<file path="src/rtl/rgbrl_pkg.sv">
// Shared types and constants for the RGB run-length pixel decoder.
// No dependencies; imported by every module of the block.
package rgbrl_pkg;

	localparam int FP_W                 = 23;
	localparam int MAX_FRAME_PIXELS_DEF = 4194304;
	localparam logic [FP_W-1:0] FRAME_PIXELS_RST = FP_W'(307200);

	localparam logic [7:0]  COUNT_EXT_BIT  = 8'h80;
	localparam logic [7:0]  COUNT_LOW_MASK = 8'h7F;
	localparam logic [14:0] COUNT_ESCAPE   = 15'h7FFF;
	localparam logic [31:0] COUNT_MAX      = 32'hFFFF_FFFF;

	// Byte position inside a pixel
	localparam logic [1:0] BP_RED   = 2'd0;
	localparam logic [1:0] BP_GREEN = 2'd1;
	localparam logic [1:0] BP_BLUE  = 2'd2;

	// Count reader position
	localparam logic [2:0] CP_NONE   = 3'd0;
	localparam logic [2:0] CP_FIRST  = 3'd1;
	localparam logic [2:0] CP_SECOND = 3'd2;
	localparam logic [2:0] CP_WORD0  = 3'd3;
	localparam logic [2:0] CP_WORD1  = 3'd4;
	localparam logic [2:0] CP_WORD2  = 3'd5;
	localparam logic [2:0] CP_WORD3  = 3'd6;

	typedef struct packed {
		logic [7:0]      red;
		logic [7:0]      green;
		logic [7:0]      blue;
		logic [FP_W-1:0] run_length;
		logic            frame_done;
		logic            incomplete;
	} rgbrl_result_t;

endpackage

</file>
<file path="src/rtl/rgbrl_decode.sv">
// Decode state and per-byte step logic: pixel assembly, count reading, run clipping.
// Depends on rgbrl_pkg.
module rgbrl_decode #(
	parameter int MAX_FRAME_PIXELS = rgbrl_pkg::MAX_FRAME_PIXELS_DEF
) (
	input  logic                        clk,
	input  logic                        arst_n,
	input  logic                        go,
	input  logic [7:0]                  data_byte,
	input  logic                        frame_end,
	input  logic [rgbrl_pkg::FP_W-1:0]  frame_pixels,
	output logic                        res_valid,
	output rgbrl_pkg::rgbrl_result_t    res
);
	import rgbrl_pkg::*;

	localparam int PW = $clog2(MAX_FRAME_PIXELS + 1);
	localparam logic [31:0] MAX32 = 32'(MAX_FRAME_PIXELS);

	logic [1:0]    byte_phase_q, byte_phase_d;
	logic [15:0]   held_q, held_d;
	logic [23:0]   prev_color_q, prev_color_d;
	logic          prev_valid_q, prev_valid_d;
	logic [2:0]    count_phase_q, count_phase_d;
	logic [31:0]   count_value_q, count_value_d;
	logic [PW-1:0] emitted_q, emitted_d;

	logic [31:0] fp32, limit, emitted32, left;
	logic [31:0] cnt, run, new_emitted, word_or;
	logic        fin, rec;
	logic [23:0] rec_color;
	logic [31:0] rec_run;
	logic [23:0] color;
	logic [14:0] v15;

	always_comb begin
		fp32      = {{(32-FP_W){1'b0}}, frame_pixels};
		limit     = (fp32 > MAX32) ? MAX32 : fp32;
		emitted32 = 32'(emitted_q);
		left      = (emitted32 >= limit) ? 32'd0 : limit - emitted32;

		byte_phase_d  = byte_phase_q;
		held_d        = held_q;
		prev_color_d  = prev_color_q;
		prev_valid_d  = prev_valid_q;
		count_phase_d = count_phase_q;
		count_value_d = count_value_q;
		new_emitted   = emitted32;

		fin       = 1'b0;
		cnt       = 32'd0;
		rec       = 1'b0;
		rec_color = 24'd0;
		rec_run   = 32'd0;
		run       = 32'd0;
		color     = {data_byte, held_q};
		v15       = {count_value_q[6:0], data_byte};
		word_or   = count_value_q;

		if (left == 32'd0) begin
			// frame full: drop the byte
			byte_phase_d  = BP_RED;
			count_phase_d = CP_NONE;
			count_value_d = 32'd0;
		end else begin
			case (count_phase_q)
				CP_FIRST: begin
					if ((data_byte & COUNT_EXT_BIT) != 8'd0) begin
						count_value_d = {24'd0, data_byte & COUNT_LOW_MASK};
						count_phase_d = CP_SECOND;
					end else begin
						fin = 1'b1;
						cnt = {24'd0, data_byte};
					end
				end
				CP_SECOND: begin
					if (v15 == COUNT_ESCAPE) begin
						count_value_d = 32'd0;
						count_phase_d = CP_WORD0;
					end else begin
						fin = 1'b1;
						cnt = {17'd0, v15};
					end
				end
				CP_WORD0: begin
					count_value_d = count_value_q | {24'd0, data_byte};
					count_phase_d = CP_WORD1;
				end
				CP_WORD1: begin
					count_value_d = count_value_q | {16'd0, data_byte, 8'd0};
					count_phase_d = CP_WORD2;
				end
				CP_WORD2: begin
					count_value_d = count_value_q | {8'd0, data_byte, 16'd0};
					count_phase_d = CP_WORD3;
				end
				CP_WORD3: begin
					word_or = (count_value_q | {data_byte, 24'd0}) & COUNT_MAX;
					fin     = 1'b1;
					cnt     = word_or;
				end
				default: begin
					count_phase_d = CP_NONE;
					case (byte_phase_q)
						BP_RED: begin
							held_d       = {8'd0, data_byte};
							byte_phase_d = BP_GREEN;
						end
						BP_GREEN: begin
							held_d       = {data_byte, held_q[7:0]};
							byte_phase_d = BP_BLUE;
						end
						default: begin
							byte_phase_d = BP_RED;
							held_d       = 16'd0;
							new_emitted  = emitted32 + 32'd1;
							rec          = 1'b1;
							rec_color    = color;
							rec_run      = 32'd1;
							// repeated color opens a count unless the pixel fills the frame
							if (prev_valid_q && (color == prev_color_q) && (left > 32'd1)) begin
								count_phase_d = CP_FIRST;
								count_value_d = 32'd0;
							end
							prev_color_d = color;
							prev_valid_d = 1'b1;
						end
					endcase
				end
			endcase

			if (fin) begin
				count_phase_d = CP_NONE;
				count_value_d = 32'd0;
				if (cnt > 32'd2) begin
					run = cnt - 32'd2;
					if (run > left)
						run = left;
					if (run != 32'd0) begin
						new_emitted = emitted32 + run;
						rec         = 1'b1;
						rec_color   = prev_color_q;
						rec_run     = run;
					end
				end
			end
		end

		emitted_d = new_emitted[PW-1:0];

		res_valid      = rec || frame_end;
		res.red        = rec_color[7:0];
		res.green      = rec_color[15:8];
		res.blue       = rec_color[23:16];
		res.run_length = rec_run[FP_W-1:0];
		res.frame_done = frame_end;
		res.incomplete = frame_end &&
			((byte_phase_d != BP_RED) || (count_phase_d != CP_NONE));
	end

	always_ff @(posedge clk or negedge arst_n) begin
		if (!arst_n) begin
			byte_phase_q  <= BP_RED;
			held_q        <= 16'd0;
			prev_color_q  <= 24'd0;
			prev_valid_q  <= 1'b0;
			count_phase_q <= CP_NONE;
			count_value_q <= 32'd0;
			emitted_q     <= '0;
		end else if (go) begin
			if (frame_end) begin
				byte_phase_q  <= BP_RED;
				held_q        <= 16'd0;
				prev_color_q  <= 24'd0;
				prev_valid_q  <= 1'b0;
				count_phase_q <= CP_NONE;
				count_value_q <= 32'd0;
				emitted_q     <= '0;
			end else begin
				byte_phase_q  <= byte_phase_d;
				held_q        <= held_d;
				prev_color_q  <= prev_color_d;
				prev_valid_q  <= prev_valid_d;
				count_phase_q <= count_phase_d;
				count_value_q <= count_value_d;
				emitted_q     <= emitted_d;
			end
		end
	end

endmodule

</file>
<file path="src/rtl/rgbrl_out_queue.sv">
// Two-entry result register with skid slot in front of the output channel.
// Depends on rgbrl_pkg.
module rgbrl_out_queue (
	input  logic                     clk,
	input  logic                     arst_n,
	input  logic                     push,
	input  rgbrl_pkg::rgbrl_result_t push_data,
	output logic                     full,
	output logic                     out_valid,
	input  logic                     out_stall,
	output rgbrl_pkg::rgbrl_result_t head
);
	import rgbrl_pkg::*;

	rgbrl_result_t slot0_q, slot1_q;
	logic [1:0]    cnt_q;
	logic          pop;

	assign out_valid = (cnt_q != 2'd0);
	assign full      = (cnt_q == 2'd2);
	assign pop       = out_valid && !out_stall;
	assign head      = slot0_q;

	always_ff @(posedge clk or negedge arst_n) begin
		if (!arst_n) begin
			cnt_q <= 2'd0;
		end else begin
			cnt_q <= cnt_q + {1'b0, push} - {1'b0, pop};
		end
	end

	always_ff @(posedge clk) begin
		if (pop) begin
			slot0_q <= (push && (cnt_q == 2'd1)) ? push_data : slot1_q;
			if (push && (cnt_q == 2'd2))
				slot1_q <= push_data;
		end else if (push) begin
			if (cnt_q == 2'd0)
				slot0_q <= push_data;
			else
				slot1_q <= push_data;
		end
	end

endmodule

</file>
<file path="src/rtl/rgb_run_length_pixel_decoder_core.sv">
// Top level of the RGB run-length pixel decoder: input register, decode, result queue.
// Depends on rgbrl_pkg, rgbrl_decode and rgbrl_out_queue.
//
// Channel   Direction  Handshake            Payload
// input     in         in_valid / in_stall  data_byte, frame_end
// result    out        out_valid/out_stall  red, green, blue, run_length, frame_done, incomplete
// config    in         cfg_we               cfg_wdata (frame_pixels)
//
// One byte per cycle sustained while in_stall stays low. A taken byte sits in the input register,
// where one pass of compare, shift and subtract decodes it; its result, if any, is registered
// into the result queue once the queue has room, and is offered on the result channel from there.
// Reset clears all decode state and sets frame_pixels to 307200.
// With the output stalled, in_stall rises only once both result slots are held and
// drops after the edge at which the head transaction is taken.
module rgb_run_length_pixel_decoder_core #(
	parameter int MAX_FRAME_PIXELS = rgbrl_pkg::MAX_FRAME_PIXELS_DEF
) (
	input  logic                       clk,
	input  logic                       arst_n,
	input  logic                       cfg_we,
	input  logic [rgbrl_pkg::FP_W-1:0] cfg_wdata,
	input  logic                       in_valid,
	output logic                       in_stall,
	input  logic [7:0]                 data_byte,
	input  logic                       frame_end,
	output logic                       out_valid,
	input  logic                       out_stall,
	output logic [7:0]                 red,
	output logic [7:0]                 green,
	output logic [7:0]                 blue,
	output logic [rgbrl_pkg::FP_W-1:0] run_length,
	output logic                       frame_done,
	output logic                       incomplete
);
	import rgbrl_pkg::*;

	logic [FP_W-1:0] frame_pixels_q;
	logic            valid_s1;
	logic [7:0]      byte_s1;
	logic            end_s1;
	logic            full;
	logic            go;
	logic            res_valid;
	rgbrl_result_t   res;
	rgbrl_result_t   head;

	// Advance the input register when the result queue has room for its outcome.
	assign go       = valid_s1 && !full;
	assign in_stall = valid_s1 && full;

	always_ff @(posedge clk or negedge arst_n) begin
		if (!arst_n) begin
			frame_pixels_q <= FRAME_PIXELS_RST;
		end else if (cfg_we) begin
			frame_pixels_q <= cfg_wdata;
		end
	end

	always_ff @(posedge clk or negedge arst_n) begin
		if (!arst_n) begin
			valid_s1 <= 1'b0;
		end else if (!in_stall) begin
			valid_s1 <= in_valid;
		end
	end

	// Hold the payload while stalled; capture on each accepted transaction.
	always_ff @(posedge clk) begin
		if (in_valid && !in_stall) begin
			byte_s1 <= data_byte;
			end_s1  <= frame_end;
		end
	end

	rgbrl_decode #(
		.MAX_FRAME_PIXELS(MAX_FRAME_PIXELS)
	) u_decode (
		.clk          (clk),
		.arst_n       (arst_n),
		.go           (go),
		.data_byte    (byte_s1),
		.frame_end    (end_s1),
		.frame_pixels (frame_pixels_q),
		.res_valid    (res_valid),
		.res          (res)
	);

	rgbrl_out_queue u_out_queue (
		.clk       (clk),
		.arst_n    (arst_n),
		.push      (go && res_valid),
		.push_data (res),
		.full      (full),
		.out_valid (out_valid),
		.out_stall (out_stall),
		.head      (head)
	);

	assign red        = head.red;
	assign green      = head.green;
	assign blue       = head.blue;
	assign run_length = head.run_length;
	assign frame_done = head.frame_done;
	assign incomplete = head.incomplete;

endmodule

</file>
<file path="config.mk">
export PLATFORM = sky130hd
export DESIGN_NAME = rgb_run_length_pixel_decoder_core
export DESIGN_NICKNAME = d
export VERILOG_FILES = /design/src/rtl/rgbrl_pkg.sv /design/src/rtl/rgbrl_decode.sv /design/src/rtl/rgbrl_out_queue.sv /design/src/rtl/rgb_run_length_pixel_decoder_core.sv
export SDC_FILE = /design/constraint.sdc
export NUM_CORES = 1
export LEC_CHECK = 0
export ABC_AREA = 1
export BUFFER_PORTS_ARGS = -buffer_cell sky130_fd_sc_hd__buf_4
export CAP_MARGIN = 20
export CORE_MARGIN = 2
export CORE_UTILIZATION = 25
export DETAILED_ROUTE_END_ITERATION = 10
export HOLD_SLACK_MARGIN = 0.06
export PLACE_DENSITY = 0.39
export RECOVER_POWER = 100
export SYNTH_ARGS = -nofsm -noshare
export SYNTH_HDL_FRONTEND = slang
export SYNTH_HIERARCHICAL = 1
export SYNTH_SLANG_ARGS = --single-unit
</file>
<file path="constraint.sdc">
create_clock -name clk -period 29.5 [get_ports clk]
set_input_delay 4.425 -clock clk [delete_from_list [all_inputs] [get_ports clk]]
set_output_delay 4.425 -clock clk [all_outputs]
set_load 0.02 [all_outputs]
</file>
Yosys cells after proc, flatten, opt, wreduce, memory -nomap -nowiden. Index checks and enable logic that the tools add are counted. W data, S select, Z words.

Magnitude comparators: 5. Add/sub/neg operators: 6. Eq/ne operators: 21. Shift operators: 0. Reduce and logical (&&, ||, !) cells: 34. Div/mod/pow operators: 0. Multiplexer cells: 79. $mul: 0. Bitwise logic cells: 4.

Operators by type and width (number): $mux W32 (13); $mux W49 (8); $mux W23 (12); $mux W24 (10); $pmux W32 S6 (1); $pmux W32 S3 (1); $mux W16 (3); $ge A23 B32 Y1 (1); $gt A32 B1 Y1 const B (1); $gt A32 B2 Y1 const B (1); $gt A32 B32 Y1 (1); $logic_not A32 Y1 (1); $or A32 B16 Y32 (1); $or A32 B24 Y32 (1); $or A32 B32 Y32 (1); $or A32 B8 Y32 (1); $pmux W16 S2 (1); $reduce_bool A32 Y1 (1); $sub A32 B2 Y32 const B (1); $sub A32 B23 Y32 (1); $eq A24 B24 Y1 (1); $add A23 B1 Y23 const B (1); $add A23 B23 Y23 (1); $gt A23 B23 Y1 const B (1); other kinds (35) (84).

Memory bits (writable): 0. Memories kept: 0. Logic and storage cells: 174. Memory bits (read-only): 0. Input port bits: 37. Latch bits: 0. Output and inout bits: 51. Register bits: 234.

Logic depth before layout (Yosys ltp). Gate-level depths: netlist (run 1).

Depth after elaboration: 22. Mapped depth: 53. Gate-level depth less buffers: 50.

Modules after synthesis. Netlist (run 1), hierarchy kept.

By module, submodules not included: rgbrl_decode (cells each 1949, area an instance 11887.7 um^2, seq. area each 2327.2 um^2, instances 1); rgbrl_out_queue (cells each 286, area an instance 3816.2 um^2, seq. area each 2992.9 um^2, instances 1); rgb_run_length_pixel_decoder_core (cells each 117, area an instance 1214.9 um^2, seq. area each 875.8 um^2, instances 1).

Worst setup path after synthesis (run 1). Ideal clock, no wire load.

Path type: register -> register. Start point: register frame_pixels_q[1]. End point: register u_out_queue.slot0_q, in the netlist u_out_queue/head[0], enable pin. Path slack: 19981 ps. Period minus slack after synthesis: 9519 ps. Required time: 28977 ps. Data arrival time: 8996 ps. Setup time: 523 ps. Path buffers: 4. Cell stages (with the launch flop): 43. Cell sequence: dfrtp_1 nor2_1 nand3_1 nor4_1 nand4_1 nand2_1 clkinv_1 clkbuf_1 nor2_1 ha_1 nand2_1 nor2_1 nand2_1 nor2_1 nand2_1 nand3_2 nand2_2 inv_2 (+7 left out) nand2_1 nand2_1 nand2_2 inv_2 buf_2 nand2_1 nand2_1 nor2_1 nand2_1 nor2_2 nand3_4 nand2_4 buf_6 a21boi_0 inv_1 nor2_1 inv_1 o21ai_0.

Cells in the longest elaborated chain, start to end: 18. Elaborated cells between the ends (all ways): 20. Classes of those cells: add/sub (1); order compare (3); mux (10); reduce/logical (6).

Ends and longest elaborated chain: start, declared (RTL line rgb_run_length_pixel_decoder_core.sv:37) `logic [FP_W-1:0] frame_pixels_q;`; start signal, assigned (RTL line rgb_run_length_pixel_decoder_core.sv:55) `frame_pixels_q <= cfg_wdata;`; $gt A23 B23 Y1 (RTL line rgbrl_decode.sv:38) `limit = (fp32 > MAX32) ? MAX32 : fp32;`; $mux W23 * (RTL line rgbrl_decode.sv:38); $sub A32 B23 Y32 / $ge A23 B32 Y1 (equally long branches) (RTL line rgbrl_decode.sv:40) `left = (emitted32 >= limit) ? 32'd0 : limit - emitted32;`; $mux W32 * (RTL line rgbrl_decode.sv:40); $gt A32 B32 Y1 (RTL line rgbrl_decode.sv:137) `if (run > left)`; $mux W32 (RTL line rgbrl_decode.sv:137); $mux W32 (RTL line rgbrl_decode.sv:135) `if (cnt > 32'd2) begin`; $mux W32 (RTL line rgbrl_decode.sv:132) `if (fin) begin`; (+3 left out); $mux W1 (RTL line rgbrl_decode.sv:135); $mux W1 (RTL line rgbrl_decode.sv:132); $mux W1 * (RTL line rgbrl_decode.sv:60) `if (left == 32'd0) begin`; $logic_or A1 B1 Y1 * (RTL line rgbrl_decode.sv:151) `res_valid = rec || frame_end;`; named net res_valid (RTL line rgb_run_length_pixel_decoder_core.sv:43) `logic res_valid;`; $logic_and A1 B1 Y1 * (RTL line rgb_run_length_pixel_decoder_core.sv:91) `.push (go && res_valid),`; $reduce_bool A2 Y1 (no line) *; $reduce_and A2 Y1 (no line) *; end signal, assigned (RTL line rgbrl_out_queue.sv:34) `slot0_q <= (push && (cnt_q == 2'd1)) ? push_data : slot1_q;`; end signal, assigned (RTL line rgbrl_out_queue.sv:39) `slot0_q <= push_data;`; end, declared (RTL line rgbrl_out_queue.sv:15) `rgbrl_result_t slot0_q, slot1_q;`.

Mark *: on every way through the listed nets, which the timed path passes. The rest lies on a longest branch. The select of a mux whose other input is x is not followed. A chain may end at the register's enable or synchronous reset.

Worst setup path in the final report (run 1).
Start point: register frame_pixels_q[9]. End point: register u_out_queue.slot0_q, in the netlist u_out_queue/head[3], enable pin.

Same word-level chain as after synthesis.

==> results.txt, run 1 <==
- The flow ran to the end, but the final reports show violations.
- Violated checks: capacitance limit, slew limit
- Setup repair after global routing left no endpoint under its margin.
- The worst hold path begins at frame_pixels_q[12]$_DFFE_PN1P_.
* Antenna viol nets, final: 0
* Total Power Consumption: roughly 0.0013 W
* Worst skew pair latency: just over 0.6 ns
* Die boundary height: 264.1 um
- After filler insertion, the fill cell instance count of the layout stands at ~7400.
- Endpoint class of the critical path: register
- Diode count: 0
- Once layout is done, the placed cells without fillers occupy ~19000 um2.
- Buffers inserted to repair hold after CTS numbered 0.
* Net count of the mapped netlist: approximately 2500
- VDD IR-drop max: slightly below 0.00005 V
* FF-to-FF Start: frame_pixels_q[9]$_DFFE_PN0P_
- Max-cap check violation count: 8
* Final min period: between 10 and 15 ns
* Combined area of all synthesized cells: about 17000 um2
- Entering global routing, the biggest net connects 54 pins.
- The detailed router finished its first iteration with roughly 1300 violations.
- The total overflow left after global routing is 0.
* TNS Setup: 0 ns
- Worst relative slew slack: -96.12%
- Of the cells placed in the final design, the portion with a size suffix greater than 1 is under 10%.
- Gpl congestion: 0.8947
- Int Pwr: 0.0007732 W
- Across every metal layer, demand over resource in global routing totals 16.88%.
- Post-CTS setup buffer count: 0
- STA classifies the critical path startpoint as a register.
* Met1 Track Usage GR: around a quarter
* Share of power burned in registers: 34.3%
* Synthesized area divided by synthesized cell count: roughly 7.2 um2
- The critical path is of the reg -> reg type.
- The longest clock path from root to sink contains 3 buffers.
* HPWL after detailed placement: around 46 mm
- For this run, the post-layout net count is between 2000 and 3000.
- After synthesis the netlist holds a flip-flop and latch count of roughly 230.
- After synthesis, the share of flip-flops with an asynchronous set or reset is approximately 53%.
- Number of rows created at floorplan: 95
- Switching share of total power: between 40% and 50%
- IO buf count: 87
- Leading cell type in the layout, fill and taps excluded: sky130_fd_sc_hd__nand2_1
* Clock sink count: 226
- Placeable Area: 67040 um2
- Met3 layer usage reported by global route: 1.818%
- Relative to the synthesized area, the layout overhead comes to 12.42%.
- In this run, the combinational gates consume around 37% of the power.
* Via density per instance: 4.806
- Wires add up to 59.99 mm.
- Number of buffers created by CTS: 30
* Buf/Inv on CP: 7
- Number of H-tree levels: 1
- Clock skew on the completed layout was measured at roughly 0.053 ns.
- Along the worst path, the maximum fanout reaches slightly below 50.
- Critical Path Slowest Stage Cell: sky130_fd_sc_hd__clkbuf_1
* Number of distinct library cells after synthesis: 58
* # DRC: 0
- Slew Limit Fails: around 330
- The tightest min-delay check is of the reg -> reg type.
* Vias in the first global route: approximately 16000
- Number of antenna violations at the first check in global routing: 0
- In this run the static leakage power is between 9 and 10 nW.
* Count of vias placed by the detailed router: roughly 16000
- At the pin with the least slew margin, the transition time is approximately 2.9 ns.
* Wire length of the first global-routing pass: between 90 and 100 mm
- GRT busiest layer: met2
* Final Hold Vio Count: 0
* Switching Power: between 0.0005 and 0.0006 W
- The cell count after synthesis came out at approximately 2400.
- Final worst path period share: 45.21%
* Critical path required time: 29.63 ns
* Clock-pin slew reported for the worst setup and hold paths after clock tree synthesis: roughly 0.060 ns
- Clock root buffer: sky130_fd_sc_hd__clkbuf_16
- Of the synthesized area, sequential elements account for 36.62%.
* Power density over the cells: 69.02 nW/um2
- In this design, the stage delay of the slowest critical-path cell is between 2 and 2.5 ns.
- Die outline width: roughly 260 um
- Grouping stages by cell kind, the critical path spends the most delay in simple AND/OR/NAND/NOR gates.
- Starting density of the core: 25.24%
* Pre-CTS setup slack: between 20 and 25 ns
* CP Data Arrival Time: about 13 ns
- Placed Cells incl. Taps: approximately 3200
- The finished layout holds ~3300 standard cells, fillers aside.
* Area enclosed by the die boundary: roughly 70000 um2
* Clock tree from TritonCTS: done
* Most frequent cell on the critical path: sky130_fd_sc_hd__nand2_1
- For this run, the detailed router's first-pass iteration total came to 6.
* Most used flip-flop cell after synthesis: sky130_fd_sc_hd__dfrtp_1
* Origin of the worst setup path: frame_pixels_q[9]$_DFFE_PN0P_
- Met2 capacity usage during global routing: between 20% and 30%
- For this design the top-level I/O count stands at 88.
- Setup violations remaining at the end of the flow were counted as 0.
* Number of instances resized during post-cts repair: 0
* Count of flip-flops with a built-in enable after synthesis: ~110
- Commonest cells after routing, fill and taps aside: sky130_fd_sc_hd__nand2_1 (716), sky130_fd_sc_hd__inv_1 (260), sky130_fd_sc_hd__nand3_1 (247)
* Share of total power in the clock network: between 20% and 30%
- Yosys warning count: 6
- Wirelength per Cell: ~18 um
* Final setup margin: roughly 16 ns
- Based on the critical path, the design can be clocked at up to 0.07499 GHz.
- Summing all placed instances gives a cell area of between 15000 and 20000 um2.
[cells by family after synthesis]
family          count (synthesis)  share of synthesized area, %
compound gates                244                         8.054
xor+xnor                       66                         3.498
fa+ha+maj                      85                         6.375
buf+inv                       358                         8.978
flops                         226                         36.62
simple gates                 1373                         36.47
[per-stage QoR]
stage          hold WS, ns  util, %
6_report            0.4622    28.37
3_3_place_gp        0.4563    27.27
4_1_cts             0.4661    28.84
2_1_floorplan       0.4417        -
3_5_place_dp        0.4565    27.30
5_1_grt             0.4956    28.37
[state kept, by name, indices dropped and copies added, names as in the netlist]
signal and count:
u_decode/prev_valid_q 1, end_s1 1, u_decode/count_phase_q 3, u_decode/count_value_q 24, u_out_queue/slot1_q 49, frame_pixels_q 23, u_decode/byte_phase_q 2, u_decode/held_q 16
valid_s1 1, u_out_queue/cnt_q 2, u_decode/emitted_q 23, byte_s1 8, u_decode/prev_color_q 24, u_out_queue/head 49
[power by group through the flow]
stage / Combinational [W] / Sequential (W) / Clock [W]
2_1_floorplan: 0.000312 / 0.000477 / 0
3_3_place_gp: 0.000506 / 0.000455 / 0
3_5_place_dp: 0.000510 / 0.000455 / 0
4_1_cts: 0.000512 / 0.000450 / 0.000393
5_1_grt: 0.000541 / 0.000458 / 0.000407
6_report: 0.000481 / 0.000451 / 0.000380
[final cells by class]
| cell class | count | area, um2 | share of cell area, % |
|---|---|---|---|
| Timing Repair Buffer | 96 | 508.0 | 2.671 |
| Sequential cell | 226 | 6196 | 32.58 |
| Inverter | 283 | 1062 | 5.585 |
| Clock inverter | 18 | 216.5 | 1.138 |
| Clock buffer | 38 | 822.0 | 4.322 |
| Tap cell | 873 | 1092 | 5.743 |
| Multi-Input combinational cell | 1768 | 9123 | 47.96 |
[per-layer routing]
metal / routed length, um / vias up
met2: 27440 / 381
met1: 28970 / 7599
met5: 0 / -
met4: 1069 / 0
li1: - / 7822
met3: 2501 / 66
[tightest hold or removal path, stage by stage (launching register included)]
cell,delay [ns]
sky130_fd_sc_hd__dfstp_2,0.37
sky130_fd_sc_hd__nand2_1,0.05
sky130_fd_sc_hd__nand2_1,0.04
[cells in the mapped netlist, drive strengths merged (5+ instances only)]
library cell / count / area [um2]
ha: 83 / 1039
xor2: 44 / 385.4
edfxtp: 107 / 3213
nand4: 59 / 381.6
and2: 6 / 37.54
nor4: 10 / 68.81
o2111ai: 5 / 43.79
nor3: 45 / 250.2
xnor2: 21 / 183.9
nor2: 234 / 1016
dfrtp: 115 / 2878
a21oi: 96 / 480.5
o21ai: 95 / 479.2
buf: 59 / 396.6
o22ai: 13 / 81.33
clkbuf: 16 / 60.06
nand2: 744 / 2905
o211ai: 5 / 37.54
nand3: 261 / 1414
or2: 5 / 31.28
a22oi: 6 / 55.05
a21o: 6 / 45.04
nand3b: 7 / 52.55
inv: 279 / 1047
[worst paths after layout]
check / end / slack [ns] / cells after the start
setup / recovery: u_out_queue/head[3]$_DFFE_PP_ / 16.16 / 39
hold / removal: frame_pixels_q[12]$_DFFE_PN1P_ / 0.46 / 2
setup reg to reg: u_out_queue/head[3]$_DFFE_PP_ / 16.16 / 39
hold reg to reg: frame_pixels_q[12]$_DFFE_PN1P_ / 0.46 / 2
max in group asynchronous: u_decode/count_value_q[21]$_DFFE_PN0P_ / 19.76 / 3
min in group asynchronous: u_decode/emitted_q[12]$_DFFE_PN0P_ / 4.44 / 1
Power figures use the tool's default switching activity.
==> run 2: changes to the inputs <==
==> constraint.sdc (replaced) <==
create_clock -name clk -period 12.35 [get_ports clk]
set_input_delay 1.8525 -clock clk [delete_from_list [all_inputs] [get_ports clk]]
set_output_delay 1.8525 -clock clk [all_outputs]
set_load 0.02 [all_outputs]
==> run 2 against run 1 <==
Compared with the run above: the flow still finishes with violations (capacitance limit, slew limit); count of clock-buffer cells in the layout shrank 1; combinational power grew 140%; cell area about the same; routed wire length rose by 0.13%; die area unchanged; sequential cell count stayed put; via count is essentially flat; cell count is essentially flat; hold slack better by 0.0068 ns; clock power grew 130%; critical path type unchanged; largest cell class unchanged.
==> results.txt, run 2 (synthesis results as in run 1) <==
- Clock sink count: about 230
* Switching share of total power: approximately two fifths
- GRT Overall Usage: between 15 and 20%
- The worst register-to-register path has a depth of 39.
- Together, buffers and inverters on the worst path number 5.
* Final Hold Vio Count: 0
- Dividing the detail-routed wire length by the instance count gives ~18 um.
- Summed over all layers, the global routing overflow is 0.
* Worst relative slew slack: -81.52%
- Along the worst path, the maximum fanout reaches 37.
- Power density over the cells: between 150 and 200 nW/um2
- Result of the run: finished with violations
- Vias in the first global route: about 16000
- Clock skew after layout: 0.01913 ns
* Antenna viol nets, final: 0
* Share of total power in the clock network: approximately 28%
* Critical Path Slowest Stage Cell: sky130_fd_sc_hd__nand2_2
- Max-cap check violation count: 4
- The worst register-to-register path begins at frame_pixels_q[1]$_DFFE_PN0P_.
- Of the cells placed in the final design, the portion with a size suffix greater than 1 is around 8%.
- Critical path depth in cells: 39
- Across the whole layout, storage elements account for around 6200 um2.
* Hold WC Path Type: reg -> reg
- Synthesis-to-finish area growth: 12.34%
- STA classifies the critical path startpoint as a register.
* Violated checks: capacitance limit, slew limit
- Area taken by multi-input logic gates: roughly 9200 um2
* Maximum number of buffers from clock root to sink: 3
- Final worst path period share: between 80 and 90%
- TNS Setup: 0 ns
- Buffers inserted to repair hold after CTS numbered 0.
- Switching Power: about 0.0013 W
- Worst Min Path Start: frame_pixels_q[12]$_DFFE_PN1P_
- Worst hold path depth: 2
* Wire length of the first global-routing pass: between 90 and 100 mm
- Final routed wirelength across all metal layers: 60.07 mm
- The floorplan has 95 rows.
- For the pin with the worst max-slew slack, the measured transition is 2.723 ns.
* Count of vias placed by the detailed router: between 15000 and 20000
- Filler instances: roughly 7500
- Total iterations of the first detailed-routing run: 6
- Via density per instance: just under 5
- CTS built an H-tree with a depth of 1.
- Pin placement for this block handled 88 I/O pins.
- Total number of nets in the final design: approximately 2500
- Critical path required time: 12.69 ns
- Placed Cells incl. Taps: approximately 3200
- Highest clock frequency the design can meet: a little under 0.1 GHz
- In this run the standard cell core region covers approximately 67000 um2.
- Origin of the worst setup path: frame_pixels_q[1]$_DFFE_PN0P_
* CP Data Arrival Time: ~10 ns
- Setup violations remaining at the end of the flow were counted as 0.
* Leakage power summed over all cells: roughly 9 nW
* Peak per-stage delay on the critical path: roughly 0.62 ns
- The number of antenna diodes in the final layout is 0.
- The critical path in this run is classified as reg -> reg.
- Largest net degree at the start of global routing: 54
- After the flow finishes, the layout carries non-filler instances totaling 3300.
* Final min period: 10.08 ns
- The library cell used most frequently in the layout, excluding fill and tap cells, is sky130_fd_sc_hd__nand2_1.
- The later pin in the worst-skew pair is clocked with a latency of 0.58 ns.
* Die outline width: ~260 um
- In this run, post-CTS repair resized a total of 0 instances.
- Gpl congestion: between 0.8 and 0.9
* Commonest cells after routing, fill and taps aside: sky130_fd_sc_hd__nand2_1 (714), sky130_fd_sc_hd__inv_1 (260), sky130_fd_sc_hd__nand3_1 (245)
* Number of antenna violations at the first check in global routing: 0
* DR iter-0 viols: between 1000 and 1500
- Registers are responsible for between 30% and 40% of the overall power.
- Post-CTS setup buffer count: 0
* Number of buffers created by CTS: 29
* IO buf count: 87
* Starting density of the core: 25.24%
- In this design, the critical path's most frequently occurring cell is sky130_fd_sc_hd__nand2_1.
- Logic pwr share: 37.5%
* RSZ-0062 raised after global routing: false
* Int Pwr: 0.001809 W
- The worst-case IR drop observed on VDD is 0.0001091 V.
- The tree is rooted in a sky130_fd_sc_hd__clkbuf_16.
- In the routed design, unresolved DRC markers number 0.
* Die boundary height: around 260 um
- The worst setup path is captured at a register.
- Clock tree from TritonCTS: done
* Clock-pin slew reported for the worst setup and hold paths after clock tree synthesis: roughly 0.06 ns
- The max-slew violation count was approximately 140.
- Largest delay share family, worst path: simple AND/OR/NAND/NOR gates
- HPWL after detailed placement: 46.29 mm
- Area enclosed by the die boundary: 69770 um2
run 2: power groups by stage:
stage	clock (W)	sequential (W)	combinational, W
after floorplan	0	0.00114	0.000745
after global placement	0	0.00109	0.00121
after detailed placement	0	0.00109	0.00122
after CTS	0.000891	0.00107	0.00123
after global routing	0.000923	0.00109	0.00130
final	0.000859	0.00107	0.00116
run 2: stage by stage:
stage	setup WS (ns)	total power [W]	hold WS (ns)	cell area [um2]	util [%]
4_1_cts	3.024	0.003194	0.4680	19280	28.76
2_1_floorplan	2.831	0.001884	0.4417	16920	-
3_5_place_dp	3.052	0.002312	0.4592	18310	27.31
3_3_place_gp	2.869	0.002296	0.4564	18270	27.25
6_report	2.272	0.003086	0.4690	19010	28.35
5_1_grt	1.059	0.003313	0.4837	19010	28.35
run 2: tightest hold or removal path, stage by stage (launching register included):
cell and delay (ns):
sky130_fd_sc_hd__dfstp_2 0.36, sky130_fd_sc_hd__nand2_1 0.06, sky130_fd_sc_hd__nand2_1 0.05
run 2: final timing paths:
check / endpoint / slack [ns]
min in group asynchronous: u_decode/emitted_q[12]$_DFFE_PN0P_ / 1.87
hold / removal: frame_pixels_q[12]$_DFFE_PN1P_ / 0.47
setup / recovery: u_out_queue/head[40]$_DFFE_PP_ / 2.27
hold reg to reg: frame_pixels_q[12]$_DFFE_PN1P_ / 0.47
max in group asynchronous: u_decode/count_value_q[19]$_DFFE_PN0P_ / 5.21
setup reg to reg: u_out_queue/head[40]$_DFFE_PP_ / 2.27
run 2: metal layers:
layer	wire length [um]	GRT usage [%]	up-vias	part of all wire [%]
met5	0	0	-	0
met4	1027	3.547	0	1.7
met3	2463	1.743	66	4.1
met2	27540	28.05	389	46
met1	29030	24.14	7585	48
li1	-	-	7832	-
run 2: cell type report:
| class | instances | share of cell area, % |
|---|---|---|
| multi-input combinational | 1768 | 48.14 |
| sequential | 226 | 32.60 |
| tap | 873 | 5.747 |
| inverter | 283 | 5.589 |
| clock buffer | 37 | 4.239 |
| timing repair buffer | 96 | 2.817 |
| clock inverter | 17 | 0.8689 |
==> run 3: changes to the inputs <==
--- a/config.mk
+++ b/config.mk
@@ -12,7 +12,7 @@
 export CORE_UTILIZATION = 25
 export DETAILED_ROUTE_END_ITERATION = 10
 export HOLD_SLACK_MARGIN = 0.06
-export PLACE_DENSITY = 0.39
+export PLACE_DENSITY = 0.41
 export RECOVER_POWER = 100
 export SYNTH_ARGS = -nofsm -noshare
 export SYNTH_HDL_FRONTEND = slang
==> constraint.sdc (replaced) <==
create_clock -name clk -period 8.55 [get_ports clk]
set_input_delay 1.2825 -clock clk [delete_from_list [all_inputs] [get_ports clk]]
set_output_delay 1.2825 -clock clk [all_outputs]
set_load 0.02 [all_outputs]
==> run 3 against run 2 <==
Compared with the run above: critical path type unchanged; clock skew is essentially flat; die area is the same; sequential power grew 43%; the run still ends with capacitance limit, slew limit left; largest power group unchanged; critical endpoint is now u_out_queue/slot1_q[28]$_DFFE_PP_; combinational power grew 46%; fmax grew 30%; worst setup slack lost 1.5 ns; clock power grew 29%; routed wire length shrank 2.4%; global-route usage shrank 0.45 points; via count shrank 0.59%; cell count grew 0.45%; critical path depth grew 1.
==> results.txt, run 3 (synthesis results as in run 1) <==
* Antenna viol nets, final: 0
* Worst relative slew slack: -87.48%
- Gpl congestion: 0.9005
* Number of buffers created by CTS: 28
- Share of total power in the clock network: between 20% and 30%
- Starting density of the core: between 20% and 30%
- The checks that failed: capacitance limit, slew limit.
* Worst skew pair latency: roughly 0.57 ns
* Int Pwr: 0.002509 W
- Via density per instance: 4.760
* Pre-CTS setup slack: between 0.3 and 0.4 ns
- In this run the deepest clock path goes through 3 buffers.
- WS Path Type: reg -> reg
- GRT Overall Usage: approximately 17%
- The count of endpoints failing hold in the final timing report is 0.
- Along the worst path, the maximum fanout reaches 25.
* Total Power Consumption: around 0.0043 W
- During placement, the flow inserted port buffers numbering 87.
- Crit path launch type: register
- Clock sink count: 226
- RSZ-0062 raised after global routing: false
- Reg-to-reg setup timing slack: a little under 0.8 ns
* Number of H-tree levels: 1
- Final min period: 7.762 ns
- The first global-routing pass estimated 91.37 mm of wire.
- The number of antenna violations at the first check in global routing is 0.
* Final setup margin: approximately 0.8 ns
* Switching share of total power: between 40% and 50%
- Clock skew after layout: roughly 0.019 ns
- The repair_antennas step left the layout with diodes totalling 0.
* Clock tree from TritonCTS: done
- The share of total power dissipated in sequential elements is a little over a third.
- Finish-stage setup viols: 0
* HPWL after detailed placement: between 40 and 50 mm
* Highest clock frequency the design can meet: 0.1288 GHz
- # DRC: 0
- Result of the run: finished with violations
- Once placement finished, the instance area stood at about 18000 um2.
- At the worst endpoint, the required time is 8.73 ns.
- Pin placement for this block handled just under 90 I/O pins.
- The first detailed-routing pass took 6 iterations.
* Leading cell type in the layout, fill and taps excluded: sky130_fd_sc_hd__nand2_1
- Logic pwr share: about 40%
- After routing, the total negative slack on setup checks comes to 0 ns.
* Number of hold buffers added after cts: 0
- The analysis attributes to net switching a power of ~0.0018 W.
* Cell area after layout: approximately 19000 um2
* Final worst path period share: 90.78%
* Peak per-stage delay on the critical path: about 0.42 ns
- Across all hold checks on the routed design, the worst slack comes to around 0.46 ns.
- Synthesis-to-finish area growth: 12.67%
* Final routed wirelength across all metal layers: 58.60 mm
* Die boundary height: approximately 260 um
- The tree is rooted in a sky130_fd_sc_hd__clkbuf_16.
* Endpoint class of the critical path: register
* DR iter-0 viols: around 1100
- In this run the horizontal extent of the chip is roughly 260 um.
- Placeable Area: 67040 um2
* Largest net degree at the start of global routing: 54
- Vias in the first global route: 15650
- Number of rows created at floorplan: 95
- CP Data Arrival Time: just under 8 ns
* Clock-pin slew reported for the worst setup and hold paths after clock tree synthesis: 0.06 ns
* Total number of nets in the final design: ~2500
- Slew Limit Fails: 124
- The path class of the tightest hold or removal check is reg -> reg.
- The slowest stage of the critical path belongs to the cell sky130_fd_sc_hd__clkbuf_2.
* Count of vias placed by the detailed router: 15780
- After detailed routing, the average wire length per cell comes to around 18 um.
- Power density over the cells: ~230 nW/um2
- Grt total ovfl: 0
- The floorplan step defined a die boundary enclosing 69770 um2.
- The worst-case IR drop observed on VDD is roughly 0.00014 V.
- Layout cells sized above 1: under 10%
* Pin slew with the least headroom to its limit: roughly 2.8 ns
- In this run the static leakage power is 9.025 nW.
- Commonest cells after routing, fill and taps aside: sky130_fd_sc_hd__nand2_1 (711), sky130_fd_sc_hd__inv_1 (256), sky130_fd_sc_hd__nand3_1 (241)
- Across the run, the number of max-cap violations was 3.
run 3: cell types whose count changed in the layout (fill, tap and decap cells not counted), moves of 3 or more:
cell | before | now
sky130_fd_sc_hd__o21ai_1 | 10 | 22
sky130_fd_sc_hd__nand2_1 | 714 | 711
sky130_fd_sc_hd__buf_4 | 28 | 39
sky130_fd_sc_hd__clkbuf_1 | 59 | 62
sky130_fd_sc_hd__nor2_4 | 9 | 12
sky130_fd_sc_hd__nand3_2 | 15 | 19
sky130_fd_sc_hd__nor2_1 | 208 | 205
sky130_fd_sc_hd__clkinv_4 | 1 | 4
sky130_fd_sc_hd__clkbuf_8 | 5 | 1
sky130_fd_sc_hd__o21ai_0 | 83 | 72
sky130_fd_sc_hd__nand3_1 | 245 | 241
sky130_fd_sc_hd__inv_1 | 260 | 256
run 3: timing repair:
item,4_1_cts,5_1_grt
gates resized for setup,0,5
hold endpoints to repair,0,0
setup endpoints to repair,0,178
buffers inserted,0,1
run 3: worst max-delay path, delay by kind of cell, from the launching register on:
kind | cells | cell delay [ns]
adders and majority gates | 2 | 0.64
AOI/OAI and AO/OA | 2 | 0.24
and+or+nand+nor | 27 | 4.55
DFF | 1 | 0.37
buffers and inverters | 9 | 1.58
run 3: power groups by stage:
| stage | logic [W] | registers (W) | clock network, W |
|---|---|---|---|
| after CTS | 0.00178 | 0.00154 | 0.00116 |
| final | 0.00169 | 0.00153 | 0.00111 |
| after global routing | 0.00189 | 0.00156 | 0.00120 |
| after global placement | 0.00177 | 0.00155 | 0 |
| after floorplan | 0.00108 | 0.00164 | 0 |
| after detailed placement | 0.00177 | 0.00156 | 0 |
run 3: path summary, 6_finish.rpt:
kind / cells after the start / start / to
worst max-delay path: 40 / frame_pixels_q[8]$_DFFE_PN0P_ / u_out_queue/slot1_q[28]$_DFFE_PP_
worst min-delay path: 2 / frame_pixels_q[15]$_DFFE_PN1P_ / frame_pixels_q[15]$_DFFE_PN1P_
worst max register to register: 40 / frame_pixels_q[8]$_DFFE_PN0P_ / u_out_queue/slot1_q[28]$_DFFE_PP_
worst min register to register: 2 / frame_pixels_q[15]$_DFFE_PN1P_ / frame_pixels_q[15]$_DFFE_PN1P_
max in group asynchronous: 3 / arst_n / u_decode/count_value_q[19]$_DFFE_PN0P_
min in group asynchronous: 1 / arst_n / u_decode/emitted_q[12]$_DFFE_PN0P_
run 3: through the flow:
| stage | std cells | utilization, % |
|---|---|---|
| 3_3_place_gp | 3262 | 27.47 |
| 6_report | 3315 | 28.43 |
| 2_1_floorplan | 2352 | - |
| 3_5_place_dp | 3262 | 27.47 |
| 4_1_cts | 3314 | 28.75 |
| 5_1_grt | 3315 | 28.43 |
run 3: layout make-up:
type	count	area [um2]
fill	7520	47980
tap	873	1092
sequential	226	6196
clock inverter	18	121.4
inverter	283	1069
multi-input combinational	1768	9199
timing repair buffer	113	651.9
clock buffer	34	733.2
run 3: layer usage:
layer,track usage [%],vias up,part of all wire [%]
li1,-,7870,-
met1,23.03,7452,48
met2,27.02,375,45
met3,2.116,82,4.7
met4,4.653,0,2.5
met5,0,-,0
